**src/rtl/wpm_pkg.sv**
```systemverilog
// shared constants and types for the wildcard pattern matcher
`default_nettype none
package wpm_pkg;

  localparam int unsigned PATTERN_MAX_DEF = 32;
  localparam int unsigned SYM_W = 8;
  localparam int unsigned LEN_W = 6;

  localparam logic [SYM_W-1:0] SYM_STAR = 8'd42;
  localparam logic [SYM_W-1:0] SYM_ANY  = 8'd63;

  typedef enum logic [1:0] {
    OP_CLEAR   = 2'd0,
    OP_APPEND  = 2'd1,
    OP_RESTART = 2'd2,
    OP_TEXT    = 2'd3
  } op_t;

  typedef enum logic [1:0] {
    MODE_HOLD    = 2'd0,
    MODE_TEXT    = 2'd1,
    MODE_REBUILD = 2'd2,
    MODE_CLEAR   = 2'd3
  } mode_t;

  // row-wide command seen by every cell
  typedef struct packed {
    mode_t            mode;
    logic [SYM_W-1:0] sym;
  } cell_ctrl_t;

endpackage
`default_nettype wire

```
**src/rtl/wpm_if.sv**
```systemverilog
// item channels of the wildcard pattern matcher
`default_nettype none
interface wpm_in_if;
  logic       valid;
  logic       ready;
  logic [1:0] op;
  logic [7:0] symbol;

  modport source (output valid, output op, output symbol, input ready);
  modport sink (input valid, input op, input symbol, output ready);
endinterface

interface wpm_out_if;
  logic       valid;
  logic       ready;
  logic       matched;
  logic       status;
  logic [5:0] pattern_length;

  modport source (output valid, output matched, output status, output pattern_length,
                  input ready);
  modport sink (input valid, input matched, input status, input pattern_length,
                output ready);
endinterface
`default_nettype wire

```
**src/rtl/wildcard_pattern_matcher.sv**
```systemverilog
// wildcard pattern matcher: glob match of streamed text against stored pattern
// result: in the output register in the cycle after its item is accepted
// throughput: one item per cycle unless the output stalls; every pattern cell
//   updates at once; the clock period is set by the star ripple across the row
// reset: pattern empty, text restarted, no result pending
`default_nettype none
module wildcard_pattern_matcher #(
  parameter int unsigned PATTERN_MAX = wpm_pkg::PATTERN_MAX_DEF
) (
  input  wire              clk,
  input  wire              rst,
  wpm_in_if.sink           item_in,
  wpm_out_if.source        result_out
);

  localparam int unsigned CNT_W = $clog2(PATTERN_MAX + 1);
  localparam int unsigned EXT_W = CNT_W + wpm_pkg::LEN_W;

  logic [CNT_W-1:0]    count;
  logic [CNT_W-1:0]    count_next;
  logic                row0;
  logic                row0_next;
  logic                full;
  logic                accept;
  logic                append_ok;
  logic                status_next;
  logic                matched_next;
  wpm_pkg::cell_ctrl_t ctrl;
  logic [PATTERN_MAX-1:0] row_q;
  logic [PATTERN_MAX-1:0] row_next;
  logic [PATTERN_MAX:0]   live_next;
  logic [PATTERN_MAX-1:0] last_hit;
  logic [EXT_W-1:0]       len_ext;

  logic                       out_valid;
  logic                       out_matched;
  logic                       out_status;
  logic [wpm_pkg::LEN_W-1:0]  out_len;

  assign item_in.ready = ~out_valid | result_out.ready;
  assign accept        = item_in.valid & item_in.ready;
  assign full          = (count == CNT_W'(PATTERN_MAX));

  always_comb begin
    ctrl.sym    = item_in.symbol;
    ctrl.mode   = wpm_pkg::MODE_HOLD;
    append_ok   = 1'b0;
    status_next = 1'b0;
    count_next  = count;
    row0_next   = row0;
    if (accept) begin
      case (wpm_pkg::op_t'(item_in.op))
        wpm_pkg::OP_CLEAR: begin
          ctrl.mode  = wpm_pkg::MODE_CLEAR;
          count_next = '0;
          row0_next  = 1'b1;
        end
        wpm_pkg::OP_APPEND: begin
          if (full) begin
            status_next = 1'b1;
          end else begin
            append_ok  = 1'b1;
            ctrl.mode  = wpm_pkg::MODE_REBUILD;
            count_next = count + 1'b1;
            row0_next  = 1'b1;
          end
        end
        wpm_pkg::OP_RESTART: begin
          ctrl.mode = wpm_pkg::MODE_REBUILD;
          row0_next = 1'b1;
        end
        wpm_pkg::OP_TEXT: begin
          ctrl.mode = wpm_pkg::MODE_TEXT;
          row0_next = 1'b0;
        end
        default: ctrl.mode = wpm_pkg::MODE_HOLD;
      endcase
    end
  end

  assign live_next[PATTERN_MAX] = 1'b0;

  for (genvar i = 0; i < PATTERN_MAX; i++) begin : g_cell
    logic left_bit;
    logic left_bit_next;
    if (i == 0) begin : g_first
      assign left_bit      = row0;
      assign left_bit_next = row0_next;
    end else begin : g_rest
      assign left_bit      = row_q[i-1];
      assign left_bit_next = row_next[i-1];
    end

    wpm_cell u_cell (
      .clk           (clk),
      .rst           (rst),
      .ctrl          (ctrl),
      .wr            (append_ok && (count == CNT_W'(i))),
      .left_bit      (left_bit),
      .left_bit_next (left_bit_next),
      .bit_q         (row_q[i]),
      .bit_next      (row_next[i]),
      .live_next     (live_next[i])
    );

    // only the last live cell speaks for the whole pattern
    assign last_hit[i] = row_next[i] & live_next[i] & ~live_next[i+1];
  end

  assign matched_next = (row0_next & ~live_next[0]) | (|last_hit);
  assign len_ext      = {{wpm_pkg::LEN_W{1'b0}}, count_next};

  always_ff @(posedge clk) begin
    if (rst) begin
      count     <= '0;
      row0      <= 1'b1;
      out_valid <= 1'b0;
    end else begin
      count <= count_next;
      row0  <= row0_next;
      if (accept) out_valid <= 1'b1;
      else if (result_out.ready) out_valid <= 1'b0;
    end
  end

  always_ff @(posedge clk) begin
    if (accept) begin
      out_matched <= matched_next;
      out_status  <= status_next;
      out_len     <= len_ext[wpm_pkg::LEN_W-1:0];
    end
  end

  assign result_out.valid          = out_valid;
  assign result_out.matched        = out_matched;
  assign result_out.status         = out_status;
  assign result_out.pattern_length = out_len;

endmodule
`default_nettype wire

```
**src/rtl/wpm_cell.sv**
```systemverilog
// one pattern position: stored byte, live flag and its match bit
`default_nettype none
module wpm_cell (
  input  wire                  clk,
  input  wire                  rst,
  input  wire wpm_pkg::cell_ctrl_t ctrl,
  input  wire                  wr,
  input  wire                  left_bit,
  input  wire                  left_bit_next,
  output logic                 bit_q,
  output logic                 bit_next,
  output logic                 live_next
);

  logic [wpm_pkg::SYM_W-1:0] pat;
  logic                      star;
  logic                      live;
  logic [wpm_pkg::SYM_W-1:0] eff_pat;
  logic                      eff_star;
  logic                      eff_live;
  logic                      hit;

  assign eff_pat  = wr ? ctrl.sym : pat;
  assign eff_star = wr ? (ctrl.sym == wpm_pkg::SYM_STAR) : star;
  assign eff_live = live | wr;
  assign hit      = (eff_pat == wpm_pkg::SYM_ANY) || (eff_pat == ctrl.sym);

  always_comb begin
    live_next = eff_live;
    case (ctrl.mode)
      wpm_pkg::MODE_TEXT: begin
        // star ripples the freshly computed left bit along the row
        if (!eff_live) bit_next = 1'b0;
        else if (eff_star) bit_next = bit_q | left_bit_next;
        else bit_next = hit & left_bit;
      end
      wpm_pkg::MODE_REBUILD: bit_next = eff_live & eff_star & left_bit_next;
      wpm_pkg::MODE_CLEAR: begin
        bit_next  = 1'b0;
        live_next = 1'b0;
      end
      default: bit_next = bit_q;
    endcase
  end

  always_ff @(posedge clk) begin
    if (rst) begin
      bit_q <= 1'b0;
      live  <= 1'b0;
    end else begin
      bit_q <= bit_next;
      live  <= live_next;
    end
  end

  always_ff @(posedge clk) begin
    if (wr) begin
      pat  <= ctrl.sym;
      star <= (ctrl.sym == wpm_pkg::SYM_STAR);
    end
  end

endmodule
`default_nettype wire

```
**src/flat_wrapper.sv**
```systemverilog
// flat-port wrapper written by rule: the top's interface ports become plain ports
module wildcard_pattern_matcher_flat 
#(
  parameter int unsigned PATTERN_MAX = wpm_pkg::PATTERN_MAX_DEF
)
  (clk, rst, item_in_valid, item_in_op, item_in_symbol, item_in_ready, result_out_valid, result_out_matched, result_out_status, result_out_pattern_length, result_out_ready);
  wpm_in_if item_in_i ();
  wpm_out_if result_out_i ();
  input  wire clk;
  input  wire rst;
  input wire logic [$bits(item_in_i.valid)-1:0] item_in_valid;
  input wire logic [$bits(item_in_i.op)-1:0] item_in_op;
  input wire logic [$bits(item_in_i.symbol)-1:0] item_in_symbol;
  output wire logic [$bits(item_in_i.ready)-1:0] item_in_ready;
  output wire logic [$bits(result_out_i.valid)-1:0] result_out_valid;
  output wire logic [$bits(result_out_i.matched)-1:0] result_out_matched;
  output wire logic [$bits(result_out_i.status)-1:0] result_out_status;
  output wire logic [$bits(result_out_i.pattern_length)-1:0] result_out_pattern_length;
  input wire logic [$bits(result_out_i.ready)-1:0] result_out_ready;
  assign item_in_i.valid = item_in_valid;
  assign item_in_i.op = item_in_op;
  assign item_in_i.symbol = item_in_symbol;
  assign item_in_ready = item_in_i.ready;
  assign result_out_valid = result_out_i.valid;
  assign result_out_matched = result_out_i.matched;
  assign result_out_status = result_out_i.status;
  assign result_out_pattern_length = result_out_i.pattern_length;
  assign result_out_i.ready = result_out_ready;
  wildcard_pattern_matcher #(.PATTERN_MAX(PATTERN_MAX)) u_core (.clk(clk), .rst(rst), .item_in(item_in_i), .result_out(result_out_i));
endmodule
```
**config.mk**
```make
export PLATFORM = sky130hd
export DESIGN_NAME = wildcard_pattern_matcher_flat
export DESIGN_NICKNAME = d
export VERILOG_FILES = /design/src/rtl/wpm_pkg.sv /design/src/rtl/wpm_if.sv /design/src/rtl/wildcard_pattern_matcher.sv /design/src/rtl/wpm_cell.sv /design/src/flat_wrapper.sv
export SDC_FILE = /design/constraint.sdc
export NUM_CORES = 1
export LEC_CHECK = 0
export BUFFER_PORTS_ARGS = -buffer_cell sky130_fd_sc_hd__buf_2
export CORE_MARGIN = 5
export CORE_UTILIZATION = 60
export CTS_CLUSTER_DIAMETER = 40
export DETAILED_ROUTE_END_ITERATION = 6
export HOLD_SLACK_MARGIN = 0.1
export PLACE_DENSITY = 0.76
export SYNTH_ARGS = -nofsm -noshare
export SYNTH_HDL_FRONTEND = slang
export SYNTH_SLANG_ARGS = --single-unit
```
**constraint.sdc**
```tcl
create_clock -name clk -period 6.6 [get_ports clk]
set_input_delay 1.32 -clock clk [delete_from_list [all_inputs] [get_ports clk]]
set_output_delay 1.32 -clock clk [all_outputs]
set_load 0.01 [all_outputs]
```
### Word-level counts from Yosys, hierarchy flattened

Cells that the tools add are included.

* bits in registers: 368
* input port bits: 14

* equal/unequal tests: 103
* multiplexer cells: 207
* bitwise gates (word level): 260
* add/subtract/negate cells: 1
* reductions and logical operators: 69

Operator list (count)
* $eq A8 B6 Y1 const B: 33
* $eq A8 B8 Y1: 32
* $mux W8: 32
* $and A1 B1 Y1: 161
* $mux W1: 136
* $pmux W1 S3: 33
* $eq A6 B5 Y1 const B: 16
* $or A1 B1 Y1: 66
* $eq A6 B4 Y1 const B: 8
* $not A1 Y1: 33
* $logic_and A1 B1 Y1: 32
* $logic_or A1 B1 Y1: 32
* $reduce_or A32 Y1: 1
* $eq A6 B3 Y1 const B: 4
* $eq A6 B2 Y1 const B: 2
* $mux W6: 2
* $pmux W6 S2: 1
* $eq A2 B2 Y1 const B: 4
* $pmux W2 S4: 1
* $add A6 B1 Y6 const B: 1
* $eq A6 B1 Y1 const B: 1
* $eq A6 B6 Y1 const B: 1
* $logic_not A6 Y1: 1
* $eq A2 B1 Y1 const B: 2
* other kinds (4): 5

### Logic depth before layout (Yosys ltp)

* depth after elaboration: 139
* mapped depth: 20

### Hierarchy

A second synthesis with hierarchy kept.

* cells, all modules: 1947
* area, all modules: 20159.3 um^2

By module, submodules not included
* wpm_cell: times used 32, cells each 55, area each 588.1 um^2
* wildcard_pattern_matcher: times used 1, cells each 187, area each 1341.3 um^2

### Worst setup path before layout

OpenSTA, ideal clock, no wires.

* path kind: input to register
* from: in item_in_op[1]
* to: reg u_core.out_matched, in the netlist u_core.result_out.matched (data pin)
* path slack: 1.551 ns
* arrival time: 4.782 ns
* cell stages on the path: 19
* library setup time: 0.267 ns
* data required time: 6.333 ns
* path through: inv_1 > ha_1 > buf_2 > nor3_1 > a31o_1 > buf_4 > a21o_1 > buf_2 > a211oi_2 > nor2_1 > a221oi_2 > o32ai_1 > or4_1 > a211o_1 > nor4_2 > o2111ai_1 > nor4b_2 > nand4_1 > nand4b_1

* cells in the longest elaborated chain, start to end: 138
* elaborated cells on any way between the ends: 592
* classes of those cells: eq/ne (70); mux (198); bitwise (257); reduce/logical (67)

RTL lines
* from (decl): line flat_wrapper.sv:12 `input wire logic [$bits(item_in_i.op)-1:0] item_in_op;`
* $eq A2 B1 Y1: line wildcard_pattern_matcher.sv:52 `case (wpm_pkg::op_t'(item_in.op))`
* $mux W1: line wildcard_pattern_matcher.sv:52
* $mux W1: line wildcard_pattern_matcher.sv:51 `if (accept) begin`
* $logic_and A1 B1 Y1: line wildcard_pattern_matcher.sv:98 `.wr (append_ok && (count == CNT_W'(i))),`
* $mux W8
* $eq A8 B6 Y1 or $eq A8 B8 Y1 (tied branches): line wpm_cell.sv:26 `assign hit = (eff_pat == wpm_pkg::SYM_ANY) || (eff_pat == ctrl.sym);`
* $logic_or A1 B1 Y1: line wpm_cell.sv:26
* $and A1 B1 Y1: line wpm_cell.sv:35 `else bit_next = hit & left_bit;`
* (+123 left out)
* $or A1 B1 Y1: line wpm_cell.sv:34 `else if (eff_star) bit_next = bit_q | left_bit_next;`
* $mux W1: line wpm_cell.sv:34
* $mux W1: line wpm_cell.sv:33 `if (!eff_live) bit_next = 1'b0;`
* $pmux W1 S3: line wpm_cell.sv:30 `case (ctrl.mode)`
* $and A1 B1 Y1: line wildcard_pattern_matcher.sv:107 `assign last_hit[i] = row_next[i] & live_next[i] & ~live_next[i+1];`
* $reduce_or A32 Y1: line wildcard_pattern_matcher.sv:110 `assign matched_next = (row0_next & ~live_next[0]) | (|last_hit);`
* $or A1 B1 Y1 (*): line wildcard_pattern_matcher.sv:110
* via u_core.matched_next: line wildcard_pattern_matcher.sv:27 `logic matched_next;`
* to (signal assigned): line wildcard_pattern_matcher.sv:128 `out_matched <= matched_next;`
* to (decl): line wildcard_pattern_matcher.sv:36 `logic out_matched;`

Mark *: on every way through the listed nets, which the timed path passes. The rest lies on a longest branch.
A chain may end at the register's enable or synchronous reset.

### Worst setup path after layout

* from: in item_in_op[0]
* to: reg u_core.out_matched, in the netlist u_core.result_out.matched (data pin)

The elaborated chain is that of the path after synthesis.

==> flow_summary.yaml <==
run_status:
  run_status: "completed"
timing:
  fin_ws_ns: 0.782
  drv_slew: 0
  setup_tns_ns: 0
  fin_crit_sh_pct: 88.1
  hold_viol_final: 0
  clock_skew_ns: 0.0199
  setup_viol: 0
  grt_setup_unrepaired: "false"
  min_period_ns: 5.82
  relSlewSlack_pct: 23.0
  worstMarginPinSlew_ns: 1.15
  max_freq_ghz: 0.172
clock_network:
  hold_buffers: 0
  cts_tree: "done"
  cts.path.max_buffers: 3
  path_clk_slew_ns: 0.06
  cts_setup_buffers: 0
  h-tree-depth: 2
  cts-buffers-inserted: 47
  cts_resized: 0
  insertion_delay_ns: 0.58
  clockRootBuffer: "clkbuf_16"
  cts_sinks: 368
finish:
  layout_commonest_cell: "dfxtp_1"
  fin_nets: 2092
  layout_common_cells: "dfxtp_1, nand2_1, mux2_2"
  insertedDiodeCount: 0
  final_layout_size_suffix_gt1_share_pct: 19.5
  syn_to_final_growth_pct: 10.0
synth:
  synth_area_per_cell_um2: 9.30
  synth_edf_count: 8
  synth_cells: 2083
  synthXorXnorAreaFrac_pct: 11.6
  synth_fa_ha_area_share_pct: 0.581
  synthArstFlopShare_pct: 0
  synth-simple-area-share_pct: 19.5
  synth.area.mux_share_pct: 13.5
  ys_warn_count: 0
  syn_area_mm2: 0.0194
  synthFlopType: "dfxtp_1"
  synth_cell_types: 109
  synth_compound_area_share_pct: 11.4
  synth_top_family_by_area: "simple AND/OR/NAND/NOR gates"
  ys_seq_area_share_pct: 38.4
  ys_ff_latch: 368
  synth_fp_nets: 2106
placement:
  io_buffer_count: 23
  place_ws_ns: 0.451
  gp_congestion: 1.01
  hpwl_um: 35400
drt:
  routed_wl_um: 52300
  final_antenna_net_count: 0
  drc: 0
  wl_per_cell_um: 20.8
  routed_via_density: 6.26
  drt_first_pass_iters: 5
  drt_iter0_drc: 1239
  vias: 15700
power_and_ir_drop:
  p_int_mw: 3.95
  vdd_drop_max_mv: 0.213
  combPwrFrac_pct: 7.2
  seqPwrFrac_pct: 43.8
  power.density_mw_per_mm2: 245
  power_switching_share_pct: 24.5
  leakage_nw: 8.68
  power_frac_clock_pct: 49.0
  power_switching_mw: 1.28
setup_path:
  worstPathArrival_ns: 6.26
  endpoint_kind: "flip-flop"
  crit_type: "primary input to flip-flop"
  r2r_cells: 17
  cp-start-kind: "primary input"
  cp_max_fo: 20
  crit_required_ns: 7.04
global_route:
  grtUsageTotal_pct: 28.5
  grt_pass1_vias: 15300
  grt_pass1_wl_um: 83000
  grt-ovfl-total: 0
  grt_use_met1_pct: 37.9
  global_route.peak_usage_layer: "met2"
  grt_max_degree: 42
  gr-usage-met2_pct: 46.1
  globalRouteMet3Util_pct: 6.11
  grt_antenna_before_repair: 1
floorplanning:
  start_util_pct: 61.1
  die_h_um: 190
  core_area_mm2: 0.0317
  pin_count: 24
  num_rows: 65
  dieArea_mm2: 0.0360
  die_width_um: 190
flow_run:
  max_cap_violations: 0
min_path:
  min_path_cells: 2
  min_path_type: "flip-flop to flip-flop"
state kept, by name, summed over array words and instances, names as in the netlist:
| name | cells |
|---|---|
| u_core.count | 6 |
| u_core.g_cell.left_bit | 1 |
| u_core.g_cell.u_cell.bit_q | 32 |
| u_core.g_cell.u_cell.live | 32 |
| u_core.g_cell.u_cell.pat | 256 |
| u_core.g_cell.u_cell.star | 32 |
| u_core.result_out.matched | 1 |
| u_core.result_out.pattern_length | 6 |
| u_core.result_out.status | 1 |
| u_core.result_out.valid | 1 |
cell families after synthesis:
| logic type | count (synthesis) |
|---|---|
| AO/OA/AOI/OAI | 304 |
| buffers and inverters | 202 |
| adder cells (fa/ha/maj) | 9 |
| XOR/XNOR | 257 |
| flip-flops | 368 |
| multiplexers | 234 |
| AND/OR/NAND/NOR | 709 |
power groups by stage:
stage | combinational [mW] | sequential, mW | clock, mW
after CTS | 0.369 | 2.29 | 2.59
after floorplan | 0.265 | 2.33 | 0
after detailed placement | 0.366 | 2.34 | 0
after global placement | 0.358 | 2.34 | 0
final | 0.375 | 2.29 | 2.56
after global routing | 0.400 | 2.29 | 2.70
layout make-up:
type / instances / area [µm²]
inverters: 59 / 221
well taps: 402 / 503
flip-flops and latches: 368 / 7450
repair buffers: 80 / 588
clock inverters: 24 / 251
fillers: 2485 / 10400
clock buffers: 62 / 1340
multi-input cells: 1513 / 11000
final timing paths:
path / slack, ns / from / endpoint
worst min-delay path: 0.47 / u_core.g_cell[18].u_cell.pat[6] / u_core.g_cell[18].u_cell.pat[6]
worst max-delay path: 0.78 / item_in_op[0] / u_core.result_out.matched
worst min register to register: 0.47 / u_core.g_cell[18].u_cell.pat[6] / u_core.g_cell[18].u_cell.pat[6]
worst max register to register: 1.07 / u_core.count[0] / u_core.result_out.matched
metrics by stage:
stage               power (mW)  hold slack (ns)  util (%)  cells  cell area (µm²)
detailed placement        2.70            0.459      62.2   2422            19700
global placement          2.70            0.453      62.2   2422            19700
finish                    5.23            0.467      67.2   2508            21300
global route              5.39            0.487      67.2   2508            21300
floorplan                 2.60            0.438         -   2083            19400
CTS                       5.25            0.467      67.2   2508            21300
synth_stat cells, types with 5 or more instances:
master      n  area, µm²
dfxtp_1   360       7210
nand2_1   244        916
mux2_2    203       2290
xnor2_1   139       1220
nor2_1    118        443
xor2_1    118       1030
nand4_1    82        513
buf_2      61        305
clkbuf_1   58        218
o21ai_0    58        290
inv_1      55        206
a21oi_1    50        250
nor4_1     35        219
nor2b_1    31        194
nand3_1    29        145
mux2i_1    28        280
nor3_1     28        140
nand4b_1   27        236
nand2b_1   20        125
a211oi_1   18        135
o211ai_1   13       97.6
and4_1     12        105
a31oi_1    11       68.8
buf_6      11        124
buf_4      10       75.1
o21a_1     10       75.1
ha_1        9        113
o22ai_1     9       56.3
a21o_1      8       60.1
and3_1      8       50.1
edfxtp_1    8        240
nand3b_1    8       60.1
o31ai_1     8       60.1
or3_1       8       50.1
or4_1       8       60.1
a22oi_1     7       52.6
nor3b_1     7       52.6
o211a_1     7       70.1
a32oi_1     6       52.6
a41oi_1     6       52.6
and2_1      6       37.5
o21ai_1     6       30.0
a41o_1      5       50.1
routing by layer:
layer | wire (µm) | up-vias
met2 | 24100 | 605
li1 | - | 7399
met3 | 4140 | 103
met5 | 11 | -
met4 | 1690 | 2
met1 | 22400 | 7582
critical path, stage by stage:
cell and delay (ns):
buf_2 0.11, inv_1 0.07, ha_1 0.42, or3_1 0.59, nor2_2 0.96, a22oi_1 0.24, a31oi_1 0.34, and4_4 0.31
o211a_1 0.24, o2111ai_4 0.18, a31oi_1 0.47, nand3b_1 0.13, a2bb2o_1 0.30, o31ai_1 0.34, a31oi_1 0.12, nand4b_1 0.11
Note: power is estimated with default switching activity, not from simulation.
